## src/hw/rtl/qam_isqrt.sv

```systemverilog
`timescale 1ns / 1ps
// qam_isqrt: pipelined integer square root, one result bit per stage.
// Stand-alone; side data travels alongside the value.
module qam_isqrt #(
	parameter int VW = 37,
	parameter int RW = 19,
	parameter int DW = 1
) (
	input  logic          clk,
	input  logic          arst_n,
	input  logic          en,
	input  logic          in_valid,
	input  logic [VW-1:0] in_val,
	input  logic [DW-1:0] in_side,
	output logic          out_valid,
	output logic [RW-1:0] out_root,
	output logic [DW-1:0] out_side
);

	logic [VW-1:0] rem_s  [RW];
	logic [VW-1:0] root_s [RW];
	logic [DW-1:0] side_s [RW];
	logic          valid_s[RW];

	for (genvar k = 0; k < RW; k++) begin : g_stage
		localparam logic [VW:0] BIT = (VW+1)'(1) << (2 * (RW - 1 - k));
		logic [VW-1:0] rem_i;
		logic [VW-1:0] root_i;
		logic [DW-1:0] side_i;
		logic          valid_i;
		logic [VW:0]   trial;
		logic          ge;

		if (k == 0) begin : g_first
			assign rem_i   = in_val;
			assign root_i  = '0;
			assign side_i  = in_side;
			assign valid_i = in_valid;
		end else begin : g_next
			assign rem_i   = rem_s[k-1];
			assign root_i  = root_s[k-1];
			assign side_i  = side_s[k-1];
			assign valid_i = valid_s[k-1];
		end

		assign trial = {1'b0, root_i} + BIT;
		assign ge    = {1'b0, rem_i} >= trial;

		always_ff @(posedge clk or negedge arst_n) begin
			if (!arst_n) begin
				valid_s[k] <= 1'b0;
			end else if (en) begin
				valid_s[k] <= valid_i;
			end
		end

		always_ff @(posedge clk) begin
			if (en) begin
				rem_s[k]  <= ge ? VW'({1'b0, rem_i} - trial) : rem_i;
				root_s[k] <= ge ? VW'(({1'b0, root_i} >> 1) + BIT) : (root_i >> 1);
				side_s[k] <= side_i;
			end
		end
	end

	assign out_valid = valid_s[RW-1];
	assign out_root  = root_s[RW-1][RW-1:0];
	assign out_side  = side_s[RW-1];

endmodule

```

## config.mk

```make
export PLATFORM = sky130hd
export DESIGN_NAME = qam_isqrt
export DESIGN_NICKNAME = d
export VERILOG_FILES = /design/src/hw/rtl/qam_isqrt.sv
export SDC_FILE = /design/constraint.sdc
export NUM_CORES = 1
export LEC_CHECK = 0
export ABC_CLOCK_PERIOD_IN_PS = 8500
export BUFFER_PORTS_ARGS = -buffer_cell sky130_fd_sc_hd__buf_2
export CORE_MARGIN = 4
export CORE_UTILIZATION = 55
export DETAILED_ROUTE_END_ITERATION = 6
export HOLD_SLACK_MARGIN = 0.02
export PLACE_DENSITY = 0.71
export REMOVE_ABC_BUFFERS = 1
export SLEW_MARGIN = 40
export SYNTH_ARGS = -nofsm -noshare
export SYNTH_HDL_FRONTEND = slang
export SYNTH_SLANG_ARGS = --single-unit
```

## constraint.sdc

```tcl
create_clock -name clk -period 8.5 [get_ports clk]
set_input_delay 0.85 -clock clk [delete_from_list [all_inputs] [get_ports clk]]
set_output_delay 0.85 -clock clk [all_outputs]
set_load 0.02 [all_outputs]
```

==> summary.txt <==
CTS
  • Post-CTS Setup Repair Bufs: 0
  • Resized Gates After CTS: 0
  • H-Tree Depth: 3
  • Cts hold-fix bufs: 0
  • Clk_lat worst skew: 0.66 ns
  • TritonCTS Buffers: between 90 and 100
  • CTS sink cnt: around 890
  • CTS tree: built
  • Max clock buf depth: 3
  • Clock root cell: clkbuf_16
  • Clock Pin Slew Worst Setup and Hold Paths: approximately 0.06 ns

Drt
  • Final wirelength: roughly 87000 µm
  • 1st-pass router iterations: 5
  • DRC: 0
  • Vias per inst: between 5 and 6
  • Avg WL per Cell: about 20 µm
  • Iter 0 DRT Violations: about 1700
  • Routed Antenna Nets: 0
  • Vias: 25050

Synth
  • Syn Inst Count: 3165
  • Syn Area/Cell: between 10 and 15 µm²
  • Mapped Area: 41400 µm²
  • Most used DFF post-synth: edfxtp_1
  • Distinct cells, synth: between 80 and 90
  • Async set-reset flop share out of synthesis: 0.0213
  • Register bit count reported by yosys: between 800 and 900
  • Number of flops mapped to enable cells by yosys: ~880
  • Synth warnings: 0
  • Sequential area share after synthesis: 0.647

Timing
  • Slew @ Worst Pin: 0.794 ns
  • Setup ws final: between 4 and 5 ns
  • Slew Viols, Final: 0
  • Final Skew: about 0.015 ns
  • Final period util: 0.460
  • RSZ-0062 raised after global routing: no
  • Setup Viol. Count Final: 0
  • Hold Fails Final Rpt: 0
  • Minimum clock period after layout: 3.91 ns
  • Setup tns final: 0 ns
  • F_max: between 200 and 300 MHz
  • Worst rel slew slack: 0.471

Place
  • Placed cell area: approximately 43000 µm²
  • Port-buffer cells: slightly above 60
  • Setup Slack @ Placement: 4.53 ns
  • Detailed placement HPWL: between 60000 and 70000 µm
  • Final GP Congestion: 0.902
  • DP Cell Count: 4173

Power and ir drop
  • Peak VDD IR: roughly 0.18 mV
  • PwrDens: about 260 nW/µm²
  • P_leak: around 18 nW
  • Total power: 0.0122 W
  • Pint: about 0.0089 W
  • Combinational Power Share: 0.167
  • Switching share of power: 0.273
  • Sequential power share: 0.492
  • Clock power frac: 0.342
  • P_sw: 0.00332 W

Setup path
  • Delay-heaviest family, CP: simple AND/OR/NAND/NOR gates
  • Slowest cell delay on critical path: roughly 0.6 ns
  • Crit start category: flip-flop
  • Crit-path max FO: 35
  • Critical path arrival: approximately 4.3 ns
  • Critical path buffers and inverters: 1
  • Crit path kind: reg -> reg
  • CP Capture Type: flip-flop
  • Worst reg-to-reg setup slack: roughly 4.6 ns
  • Required time of the critical path: around 8.9 ns
  • Worst path slowest cell: nor3_1
  • CP cell instances: ha_1 > or4b_1 > nor3_1 > nand4b_4 > o2111a_1 > o41a_1 > buf_4 > or3_1 > nor4_1 > xor2_1

Final layout
  • Register Area: roughly 27000 µm²
  • Fill cell count: between 5000 and 6000
  • Final #Nets: ~3500
  • Share of cells above drive strength 1: 0.0905
  • Commonest cells after routing, fill and taps aside: 875 x edfxtp_1, 260 x inv_1, 233 x nand2_1
  • Area grow syn2layout: 11.9%
  • Post-route cell area: about 46000 µm²
  • Most common cell after layout, fill and taps aside: edfxtp_1
  • Multi-input logic area: 13500 µm²
  • Diodes inserted: 0
  • Post-Layout Cell Count: 4349

Floorplanning
  • # IOs: 63
  • Area of the core: 74400 µm²
  • Die W: around 280 µm
  • Initial core utilization: 0.555
  • Die area: about 80000 µm²
  • Row count: 100
  • Die H: between 200 and 300 µm

Global routing
  • Grt ovf: 0
  • Global Route Usage Sum: 0.220
  • Initial antenna violation count: 1
  • First-pass GRT wire length: between 100000 and 150000 µm
  • Number of global-route vias before repair: 25617
  • Largest net degree at the start of global routing: between 100 and 150

Outcome
  • Status: finished clean

Run
  • Max_cap viols: 0

Min path
  • Path category of the worst min-delay check: in -> async
-- worst register-to-register path, stage by stage (launching register included) --
cell      delay [ns]
edfxtp_1        0.44
ha_1            0.44
or4b_1          0.46
nor3_1          0.61
nand4b_4        0.16
o2111a_1        0.17
o41a_1          0.10
buf_4           0.25
or3_1           0.53
nor4_1          0.37
xor2_1          0.12
-- cells by family after synthesis --
logic type / synth area share
simple gates: 0.111
flops: 0.647
compound gates: 0.0839
buf+inv: 0.0287
xor+xnor: 0.0544
fa+ha+maj: 0.0625
mux: 0.0127
other cells: 0.0000907
-- synthesized netlist by cell type (32+ instances only) --
master / n / area (µm²)
o21ai_0: 141 / 706
inv_1: 260 / 976
nor2_1: 180 / 676
nand2b_1: 34 / 213
ha_1: 205 / 2560
nand2_1: 233 / 875
clkbuf_1: 34 / 128
or3_1: 32 / 200
a21o_1: 50 / 375
xnor2_1: 120 / 1050
nor3_1: 93 / 465
edfxtp_1: 875 / 26300
nand4_1: 41 / 257
mux2_2: 36 / 405
o31ai_1: 32 / 240
nand3_1: 42 / 210
nor4_1: 107 / 669
xor2_1: 137 / 1200
o21a_1: 49 / 368
a21oi_1: 130 / 651
-- metrics by stage --
step / hold WS [ns] / utilization
final: 0.129 / 0.621
after global routing: 0.137 / 0.621
after CTS: 0.0975 / 0.621
after detailed placement: 0.405 / 0.578
after global placement: 0.403 / 0.576
after floorplan: 0.400 / -
-- cell type report --
| cell class | instances | area share |
|---|---|---|
| clock buffers | 106 | 0.0518 |
| multi-input cells | 1961 | 0.291 |
| repair buffers | 86 | 0.0136 |
| inverters | 263 | 0.0213 |
| clock inverters | 70 | 0.0175 |
| well taps | 969 | 0.0262 |
| flip-flops and latches | 894 | 0.578 |
-- registers in the layout (all words and copies together) (netlist names) --
register / flops
out_valid: 1
side_s: 19
rem_s: 666
g_stage.valid_i: 18
root_s: 190
-- worst paths after layout --
| path | start | to | depth (start not counted) |
|---|---|---|---|
| worst max-delay path | rem_s[14][12] | rem_s[15][31] | 10 |
| worst min-delay path | arst_n | out_valid | 1 |
| worst max register to register | rem_s[14][12] | rem_s[15][31] | 10 |
| worst min register to register | side_s[8] | side_s[9] | 0 |
| max in group asynchronous | arst_n | g_stage[5].valid_i | 1 |
| min in group clk | in_val[25] | rem_s[0][25] | 1 |
-- metal layers --
metal,GRT usage,part of all wire
met4,0.0866,0.040
met2,0.406,0.53
met5,0,0
met3,0.0301,0.032
met1,0.261,0.40
-- power groups by stage --
stage                     Clock, W  Sequential, W  Combinational [W]
final                      0.00416        0.00598            0.00203
after global routing       0.00445        0.00604            0.00228
after CTS                  0.00426        0.00599            0.00204
after detailed placement         0        0.00607            0.00202
after global placement           0        0.00606            0.00197
after floorplan                  0        0.00591            0.00146
No activity file was read; power rests on OpenSTA's default activity.
